**config.mk**
```make
export PLATFORM = sky130hd
export DESIGN_NAME = tcp_receive_sequence_tracker_top
export DESIGN_NICKNAME = d
export VERILOG_FILES = /design/src/rtl/tcprst_pkg.sv /design/src/rtl/tcp_receive_sequence_tracker_top.sv
export VERILOG_INCLUDE_DIRS = /design/src /design/src/rtl
export SDC_FILE = /design/constraint.sdc
export NUM_CORES = 2
export LEC_CHECK = 0
export BUFFER_PORTS_ARGS = -buffer_cell sky130_fd_sc_hd__buf_2
export CAP_MARGIN = 5
export CORE_ASPECT_RATIO = 2
export CORE_UTILIZATION = 45
export DETAILED_ROUTE_END_ITERATION = 16
export SKIP_CTS_REPAIR_TIMING = 1
export SLEW_MARGIN = 25
export SYNTH_ARGS = -nofsm -noshare
export SYNTH_HDL_FRONTEND = slang
export SYNTH_SLANG_ARGS = --single-unit
```
**constraint.sdc**
```tcl
create_clock -name aclk -period 31.2 [get_ports aclk]
set_input_delay 3.12 -clock aclk [delete_from_list [all_inputs] [get_ports aclk]]
set_output_delay 3.12 -clock aclk [all_outputs]
set_load 0.01 [all_outputs]
```
**src/rtl/assert_macros.svh**
```systemverilog
// Assertion macros shared by the RTL of the sequence tracker.
// Each macro samples on aclk and is switched off while aresetn is low.
`ifndef ASSERT_MACROS_SVH
`define ASSERT_MACROS_SVH

// Same-cycle implication: when cond holds, prop must hold as well.
`define ASSERT_IMPL(label, cond, prop, msg) \
    label: assert property (@(posedge aclk) disable iff (!aresetn) (cond) |-> (prop)) \
        else $error(msg);

// Next-cycle implication: when cond holds, prop must hold in the next cycle.
`define ASSERT_NEXT(label, cond, prop, msg) \
    label: assert property (@(posedge aclk) disable iff (!aresetn) (cond) |=> (prop)) \
        else $error(msg);

`endif

```
**src/rtl/tcprst_pkg.sv**
```systemverilog
// Types and constants of the TCP receive sequence tracker.
// No dependencies; used by tcp_receive_sequence_tracker_top.
`timescale 1ns / 1ps
`default_nettype none

package tcprst_pkg;

    typedef enum logic [1:0] {
        LINK_SYN_SENT = 2'd0,
        LINK_OPEN     = 2'd1,
        LINK_CLOSED   = 2'd2
    } link_state_t;

    localparam logic [1:0] CFG_LOCAL_ISEQ   = 2'd0;
    localparam logic [1:0] CFG_RECV_CAP     = 2'd1;
    localparam logic [1:0] CFG_RECV_PRESENT = 2'd2;

    localparam logic [15:0] RECV_CAP_RESET = 16'd4096;

    typedef struct packed {
        logic        cmd;
        logic        flag_syn;
        logic        flag_ack;
        logic        flag_rst;
        logic        flag_fin;
        logic [31:0] pkt_seq;
        logic [31:0] pkt_ack;
        logic [15:0] payload_len;
        logic [15:0] add_send_bytes;
        logic [15:0] consume_recv_bytes;
        logic        request_fin;
    } in_item_t;

    // Last member sits in the lowest bits, matching the result tdata layout.
    typedef struct packed {
        logic        fin_acked;
        logic        fin_received;
        logic [15:0] recv_fill;
        logic [15:0] pending_send;
        logic [31:0] ack_now;
        logic [31:0] seq_now;
        logic [15:0] released_bytes;
        logic [15:0] store_offset;
        logic        accept_data;
        logic        send_reset;
        logic [1:0]  ack_count;
        logic [1:0]  conn_state;
    } result_t;

endpackage

`default_nettype wire

```
**src/rtl/tcp_receive_sequence_tracker_top.sv**
```systemverilog
// Top level of the client-side TCP receive sequence tracker.
// Depends on tcprst_pkg and on assert_macros.svh.
//
// Usage: each request on the s_ channel is either a received packet (s_tuser = 0)
// or an application event (s_tuser = 1). Every request yields exactly one result
// on the m_ channel carrying the connection state, the acks and reset to send,
// data acceptance with its buffer offset, freed send bytes and the sequence
// counters after the request. The cfg_ channel writes the local initial
// sequence number, the receive capacity and the buffer-present flag; it is
// always ready and should be used only while no request is in flight.
// A request is captured in the input register; when it moves on, the connection
// state registers and the result register are loaded together. Throughput is
// one request per cycle while the receiver does not stall, as the state update
// between those two registers is combinational. When the receiver stalls, the
// result register holds, the input register keeps one more request, and
// s_tready falls once both are full. Reset (aresetn low, synchronous) returns
// the connection to SYN_SENT, clears all counters and flags, restores the
// register defaults and empties both pipeline registers.
`timescale 1ns / 1ps
`default_nettype none
`include "assert_macros.svh"

module tcp_receive_sequence_tracker_top #(
    parameter int unsigned MAX_SEGMENT_SEND = 1024
) (
    input  wire logic         aclk,
    input  wire logic         aresetn,

    input  wire logic         s_tvalid,
    output logic              s_tready,
    // flag_syn, flag_ack, flag_rst, flag_fin, pkt_seq[31:0], pkt_ack[31:0],
    // payload_len[15:0], add_send_bytes[15:0], consume_recv_bytes[15:0],
    // request_fin, zero pad[2:0]
    input  wire logic [119:0] s_tdata,
    // cmd
    input  wire logic [0:0]   s_tuser,

    output logic              m_tvalid,
    input  wire logic         m_tready,
    // conn_state[1:0], ack_count[1:0], send_reset, accept_data,
    // store_offset[15:0], released_bytes[15:0], seq_now[31:0], ack_now[31:0],
    // pending_send[15:0], recv_fill[15:0], fin_received, fin_acked
    output logic [135:0]      m_tdata,

    input  wire logic         cfg_valid,
    output logic              cfg_ready,
    input  wire logic [1:0]   cfg_addr,
    input  wire logic [31:0]  cfg_wdata
);

    localparam logic [15:0] MSS = 16'(MAX_SEGMENT_SEND);

    logic [31:0] local_iseq_reg;
    logic [15:0] recv_cap_reg;
    logic        recv_present_reg;

    logic                   in_valid_reg;
    tcprst_pkg::in_item_t   in_item_reg;
    tcprst_pkg::in_item_t   in_item_next;
    logic                   out_valid_reg;
    tcprst_pkg::result_t    result_reg;
    tcprst_pkg::result_t    result_next;

    tcprst_pkg::link_state_t link_state_reg, link_state_next;
    logic [31:0] peer_iseq_reg, peer_iseq_next;
    logic [31:0] send_seq_reg, send_seq_next;
    logic [31:0] recv_ack_reg, recv_ack_next;
    logic [15:0] queued_reg, queued_next;
    logic [15:0] recv_level_reg, recv_level_next;
    logic        fin_wanted_reg, fin_wanted_next;
    logic        peer_fin_reg, peer_fin_next;
    logic        own_fin_acked_reg, own_fin_acked_next;

    logic        advance;
    logic        fire;

    logic [31:0] p_off, a_off, k_off, c_off, k_diff;
    logic [15:0] room, win;
    logic        fin_room;
    logic [32:0] win_end;
    logic        in_window;
    logic [16:0] take_raw, take_dec, take_cl;
    logic        fin_hit;
    logic        data_old, data_acc;
    logic        fin_new;
    logic [16:0] queued_sum;
    logic [1:0]  acks;
    logic        rst_out;
    logic [15:0] offset, released;

    assign advance   = !out_valid_reg || m_tready;
    assign fire      = in_valid_reg && advance;
    assign s_tready  = !in_valid_reg || advance;
    assign m_tvalid  = out_valid_reg;
    assign m_tdata   = result_reg;
    assign cfg_ready = 1'b1;

    assign in_item_next.cmd                = s_tuser[0];
    assign in_item_next.flag_syn           = s_tdata[0];
    assign in_item_next.flag_ack           = s_tdata[1];
    assign in_item_next.flag_rst           = s_tdata[2];
    assign in_item_next.flag_fin           = s_tdata[3];
    assign in_item_next.pkt_seq            = s_tdata[35:4];
    assign in_item_next.pkt_ack            = s_tdata[67:36];
    assign in_item_next.payload_len        = s_tdata[83:68];
    assign in_item_next.add_send_bytes     = s_tdata[99:84];
    assign in_item_next.consume_recv_bytes = s_tdata[115:100];
    assign in_item_next.request_fin        = s_tdata[116];

    always_comb begin
        p_off    = in_item_reg.pkt_seq - peer_iseq_reg;
        a_off    = recv_ack_reg - peer_iseq_reg;
        room     = (recv_level_reg < recv_cap_reg) ? recv_cap_reg - recv_level_reg : 16'd0;
        win      = (queued_reg < MSS) ? queued_reg : MSS;
        fin_room = fin_wanted_reg && !own_fin_acked_reg;
        k_off    = in_item_reg.pkt_ack - local_iseq_reg;
        c_off    = send_seq_reg - local_iseq_reg;
        win_end  = {1'b0, c_off} + {17'd0, win} + {32'd0, fin_room};
        in_window = (k_off > c_off) && ({1'b0, k_off} <= win_end);
        k_diff   = k_off - c_off;
        take_raw = k_diff[16:0];
        fin_hit  = (take_raw > {1'b0, queued_reg}) && fin_room;
        take_dec = take_raw - {16'd0, fin_hit};
        take_cl  = (take_dec > {1'b0, queued_reg}) ? {1'b0, queued_reg} : take_dec;

        data_old = (in_item_reg.payload_len != 16'd0) && (p_off < a_off);
        data_acc = (in_item_reg.payload_len != 16'd0) && (p_off == a_off)
                   && (!recv_present_reg || in_item_reg.payload_len <= room);
        fin_new  = in_item_reg.flag_fin && !peer_fin_reg;
        queued_sum = {1'b0, queued_reg} + {1'b0, in_item_reg.add_send_bytes};

        link_state_next    = link_state_reg;
        peer_iseq_next     = peer_iseq_reg;
        send_seq_next      = send_seq_reg;
        recv_ack_next      = recv_ack_reg;
        queued_next        = queued_reg;
        recv_level_next    = recv_level_reg;
        fin_wanted_next    = fin_wanted_reg;
        peer_fin_next      = peer_fin_reg;
        own_fin_acked_next = own_fin_acked_reg;
        acks     = 2'd0;
        rst_out  = 1'b0;
        offset   = 16'd0;
        released = 16'd0;

        if (in_item_reg.cmd) begin
            queued_next = queued_sum[16] ? 16'hFFFF : queued_sum[15:0];
            recv_level_next = (in_item_reg.consume_recv_bytes >= recv_level_reg) ? 16'd0
                              : recv_level_reg - in_item_reg.consume_recv_bytes;
            fin_wanted_next = fin_wanted_reg || in_item_reg.request_fin;
        end else begin
            case (link_state_reg)
                tcprst_pkg::LINK_SYN_SENT: begin
                    if (in_item_reg.flag_syn && in_item_reg.flag_ack) begin
                        if (in_item_reg.pkt_ack != local_iseq_reg + 32'd1) begin
                            rst_out = 1'b1;
                        end else begin
                            link_state_next = tcprst_pkg::LINK_OPEN;
                            peer_iseq_next  = in_item_reg.pkt_seq;
                            send_seq_next   = local_iseq_reg + 32'd1;
                            recv_ack_next   = in_item_reg.pkt_seq + 32'd1;
                            acks            = 2'd1;
                        end
                    end else if (in_item_reg.flag_rst) begin
                        link_state_next = tcprst_pkg::LINK_CLOSED;
                    end
                end
                tcprst_pkg::LINK_OPEN: begin
                    if (data_acc && recv_present_reg) begin
                        offset          = recv_level_reg;
                        recv_level_next = recv_level_reg + in_item_reg.payload_len;
                    end
                    recv_ack_next = recv_ack_reg
                                    + {16'd0, data_acc ? in_item_reg.payload_len : 16'd0}
                                    + {31'd0, fin_new};
                    if (in_item_reg.flag_ack && in_window) begin
                        queued_next   = queued_reg - take_cl[15:0];
                        released      = take_cl[15:0];
                        send_seq_next = send_seq_reg + {15'd0, take_cl} + {31'd0, fin_hit};
                        own_fin_acked_next = own_fin_acked_reg || fin_hit;
                    end
                    if (in_item_reg.flag_fin) begin
                        peer_fin_next = 1'b1;
                    end
                    acks = {1'b0, data_old || data_acc} + {1'b0, in_item_reg.flag_fin};
                end
                default: begin
                end
            endcase
        end

        result_next.conn_state     = link_state_next;
        result_next.ack_count      = acks;
        result_next.send_reset     = rst_out;
        result_next.accept_data    = data_acc && !in_item_reg.cmd
                                     && (link_state_reg == tcprst_pkg::LINK_OPEN);
        result_next.store_offset   = offset;
        result_next.released_bytes = released;
        result_next.seq_now        = send_seq_next;
        result_next.ack_now        = recv_ack_next;
        result_next.pending_send   = queued_next;
        result_next.recv_fill      = recv_level_next;
        result_next.fin_received   = peer_fin_next;
        result_next.fin_acked      = own_fin_acked_next;
    end

    always_ff @(posedge aclk) begin
        if (!aresetn) begin
            local_iseq_reg   <= 32'd0;
            recv_cap_reg     <= tcprst_pkg::RECV_CAP_RESET;
            recv_present_reg <= 1'b1;
        end else if (cfg_valid && cfg_ready) begin
            case (cfg_addr)
                tcprst_pkg::CFG_LOCAL_ISEQ:   local_iseq_reg   <= cfg_wdata;
                tcprst_pkg::CFG_RECV_CAP:     recv_cap_reg     <= cfg_wdata[15:0];
                tcprst_pkg::CFG_RECV_PRESENT: recv_present_reg <= cfg_wdata[0];
                default: begin
                end
            endcase
        end
    end

    always_ff @(posedge aclk) begin
        if (!aresetn) begin
            in_valid_reg  <= 1'b0;
            out_valid_reg <= 1'b0;
        end else begin
            if (s_tvalid && s_tready) begin
                in_valid_reg <= 1'b1;
            end else if (fire) begin
                in_valid_reg <= 1'b0;
            end
            if (advance) begin
                out_valid_reg <= in_valid_reg;
            end
        end
    end

    always_ff @(posedge aclk) begin
        if (s_tvalid && s_tready) begin
            in_item_reg <= in_item_next;
        end
        if (fire) begin
            result_reg <= result_next;
        end
    end

    always_ff @(posedge aclk) begin
        if (!aresetn) begin
            link_state_reg    <= tcprst_pkg::LINK_SYN_SENT;
            peer_iseq_reg     <= 32'd0;
            send_seq_reg      <= 32'd0;
            recv_ack_reg      <= 32'd0;
            queued_reg        <= 16'd0;
            recv_level_reg    <= 16'd0;
            fin_wanted_reg    <= 1'b0;
            peer_fin_reg      <= 1'b0;
            own_fin_acked_reg <= 1'b0;
        end else if (fire) begin
            link_state_reg    <= link_state_next;
            peer_iseq_reg     <= peer_iseq_next;
            send_seq_reg      <= send_seq_next;
            recv_ack_reg      <= recv_ack_next;
            queued_reg        <= queued_next;
            recv_level_reg    <= recv_level_next;
            fin_wanted_reg    <= fin_wanted_next;
            peer_fin_reg      <= peer_fin_next;
            own_fin_acked_reg <= own_fin_acked_next;
        end
    end

    `ASSERT_NEXT(a_closed_sticky, link_state_reg == tcprst_pkg::LINK_CLOSED,
        link_state_reg == tcprst_pkg::LINK_CLOSED, "closed connection reopened")
    `ASSERT_IMPL(a_fin_ack_needs_fin, own_fin_acked_reg, fin_wanted_reg,
        "FIN acknowledged but never requested")
    `ASSERT_IMPL(a_reset_in_syn_sent, out_valid_reg && result_reg.send_reset,
        result_reg.conn_state == tcprst_pkg::LINK_SYN_SENT, "reset requested outside SYN_SENT")
    `ASSERT_NEXT(a_stalled_request_kept, in_valid_reg && !advance, in_valid_reg,
        "stalled request dropped from input register")

endmodule

`default_nettype wire

```
==> results.sh <==
export IMPL_drt_total_wl_um=132000
export IMPL_maxSlewHeadroom_pct=25.3
export IMPL_dr_pass1_iters=6
export IMPL_p_leak_nw=16.2
export IMPL_post_dp_hpwl_um=103000
export IMPL_drtIter0Drc=2055
export IMPL_cts_tree="yes"
export IMPL_synth_cells=4089
export IMPL_die_h_um=398
export IMPL_grt_max_degree=147
export IMPL_power_density_nw_per_um2=57.8
export IMPL_worstPathMaxFanout=6
export IMPL_place_inst=5326
export IMPL_cts_path_max_buffers=3
export IMPL_die_area_um2=79400
export IMPL_finalHoldViolCount=0
export IMPL_cts_buffers=46
export IMPL_synth_top_cell_by_area="edfxtp_1"
export IMPL_yosysMostFrequentCell="nand2_1"
export IMPL_rows=144
export IMPL_cp_common_cell="o21a_1"
export IMPL_ys_async_sr_fraction_pct=0
export IMPL_worstSetupPathType="flip-flop to flip-flop"
export IMPL_vdd_drop_max_mv=0.0580
export IMPL_ant_nets=0
export IMPL_cp_slowest_cell="a2111oi_1"
export IMPL_finalCritPeriodShare_pct=45.7
export IMPL_io_buffers=294
export IMPL_antenna_found_initial=5
export IMPL_overflow=0
export IMPL_yosysSeqAreaShare_pct=32.1
export IMPL_synth_common_cells="nand2_1 (436), ha_1 (382), a21oi_1 (341), nor2_1 (287), inv_1 (286)"
export IMPL_fillCellCount=7421
export IMPL_drive_above_1_share_pct=11.1
export IMPL_yosys_warnings=0
export IMPL_cts_root_buf="clkbuf_16"
export IMPL_drc=0
export IMPL_cts_clk_slew_worst_paths_ps=70
export IMPL_core_um2=77300
export IMPL_cts_htree_levels=2
export IMPL_cpPeakStageDelay_ps=770
export IMPL_stdcell_count=5413
export IMPL_cts_sinks=438
export IMPL_clkLatencyLatePin_ps=670
export IMPL_synth_top_area_share_pct=21.7
export IMPL_num_io_pins=299
export IMPL_synth_main_ff_cell="edfxtp_1"
export IMPL_viasPerCell=5.95
export IMPL_avgSynthCellArea_um2=8.61
export IMPL_cap_violations=0
export IMPL_crit_arrival_ps=14610
export IMPL_die_w_um=200
export IMPL_hold_class="flip-flop to flip-flop"
export IMPL_synth_area_leaders="edfxtp_1 (22%), ha_1 (14%), dfxtp_1 (10%)"
export IMPL_nNetsFinal=4910
export IMPL_syn_area_um2=35200
export IMPL_cp_start_kind="flip-flop"
export IMPL_place_gp_congestion=1.01
export IMPL_worst_slew_pin_slew_ps=1120
export IMPL_finalCriticalPeriod_ps=14250
export IMPL_largest_register_ffs=136
export IMPL_wl_per_cell_um=24.3
export IMPL_start_util_pct=45.5
export IMPL_num_vias=32233
export IMPL_grt_use_total_pct=32.8
export IMPL_slew_viol_final=0
export IMPL_grt_pass1_wl_um=191000
export IMPL_worstSetupEndpointType="flip-flop"
export IMPL_setup_tns_ps=0
export IMPL_fin_skew_ps=63.8
export IMPL_synth_edf_count=254
export IMPL_ys_ff_latch=438
export IMPL_outcome="completed"
export IMPL_area_delta_synth_final_pct=12.0
export IMPL_synth_cell_types=105
export IMPL_cp_required_ps=31560
export IMPL_max_freq_ghz=0.0702
export IMPL_rsz0062_at_grt="false"
export IMPL_setup_viol=0
export IMPL_grt_pass1_vias=31916
[area by class of cell]
class	count	area [µm²]	share of cell area, %
antenna	1	2.50	0.00635
clock inverter	25	350	0.889
clock buffer	61	1230	3.11
inverter	288	1090	2.77
timing repair buffer	340	1820	4.61
tap	1022	1280	3.24
multi-input combinational	3238	22300	56.7
sequential	438	11300	28.7
[cell families after synthesis]
logic type	count (synthesis)	share of synthesized area, %
xor+xnor	327	8.29
buf+inv	416	4.54
mux	37	1.07
other cells	2	0.0213
compound gates	1102	20.5
simple gates	1366	18.8
flops	438	32.1
fa+ha+maj	401	14.6
[power breakdown]
part	internal (mW)	total (mW)	switching (mW)
Sequential	0.640	0.673	0.0328
Clock	0.333	0.599	0.266
Combinational	0.390	1.01	0.616
[final timing paths]
path / start / endpoint / slack, ps / cells after the start
worst min-delay path: peer_iseq_reg[24] / peer_iseq_reg[24] / 450 / 2
worst min register to register: peer_iseq_reg[24] / peer_iseq_reg[24] / 450 / 2
worst max-delay path: send_seq_reg[0] / m_tdata[66] / 16950 / 57
worst max register to register: send_seq_reg[0] / m_tdata[66] / 16950 / 57
[critical path, delay by kind of cell (launching register included)]
kind	cells	cell delay [ps]
DFF	1	490
xor gates and xnor gates	1	400
AOI/OAI and AO/OA	33	7570
buffers and inverters	4	300
adders and majority gates	9	3040
and+or+nand+nor	10	2120
[through the flow]
| stage | worst slack (ps) | power (mW) | hold WS [ps] | utilization (%) | instance area [µm²] |
|---|---|---|---|---|---|
| global placement | 16970 | 1.67 | 443 | 48.9 | 37800 |
| detailed placement | 17220 | 1.67 | 447 | 49.0 | 37800 |
| finish | 16950 | 2.28 | 454 | 51.0 | 39400 |
| CTS | 17090 | 2.28 | 456 | 51.0 | 39400 |
| floorplan | 20010 | 1.38 | 429 | - | 35200 |
| global route | 16370 | 2.40 | 472 | 51.0 | 39400 |
[routing by layer]
metal / global-route usage [%] / wire [µm]
met1: 32.1 / 44800
met2: 60.5 / 68100
met3: 5.37 / 7280
met4: 25.0 / 11300
met5: 0 / 22
[cell usage in the layout (no fill, tap or decap), drive strengths merged, types with 66 or more instances in the layout]
| master | netlist | routed |
|---|---|---|
| a21o | 91 | 91 |
| a21oi | 342 | 342 |
| and3 | 73 | 73 |
| buf | 18 | 340 |
| dfxtp | 184 | 184 |
| edfxtp | 254 | 254 |
| ha | 382 | 382 |
| inv | 286 | 293 |
| nand2 | 438 | 438 |
| nand3 | 115 | 115 |
| nand4 | 66 | 66 |
| nor2 | 289 | 289 |
| nor3 | 99 | 99 |
| o21ai | 215 | 215 |
| xnor2 | 226 | 226 |
| xor2 | 99 | 99 |
Power figures use the tool's default switching activity.
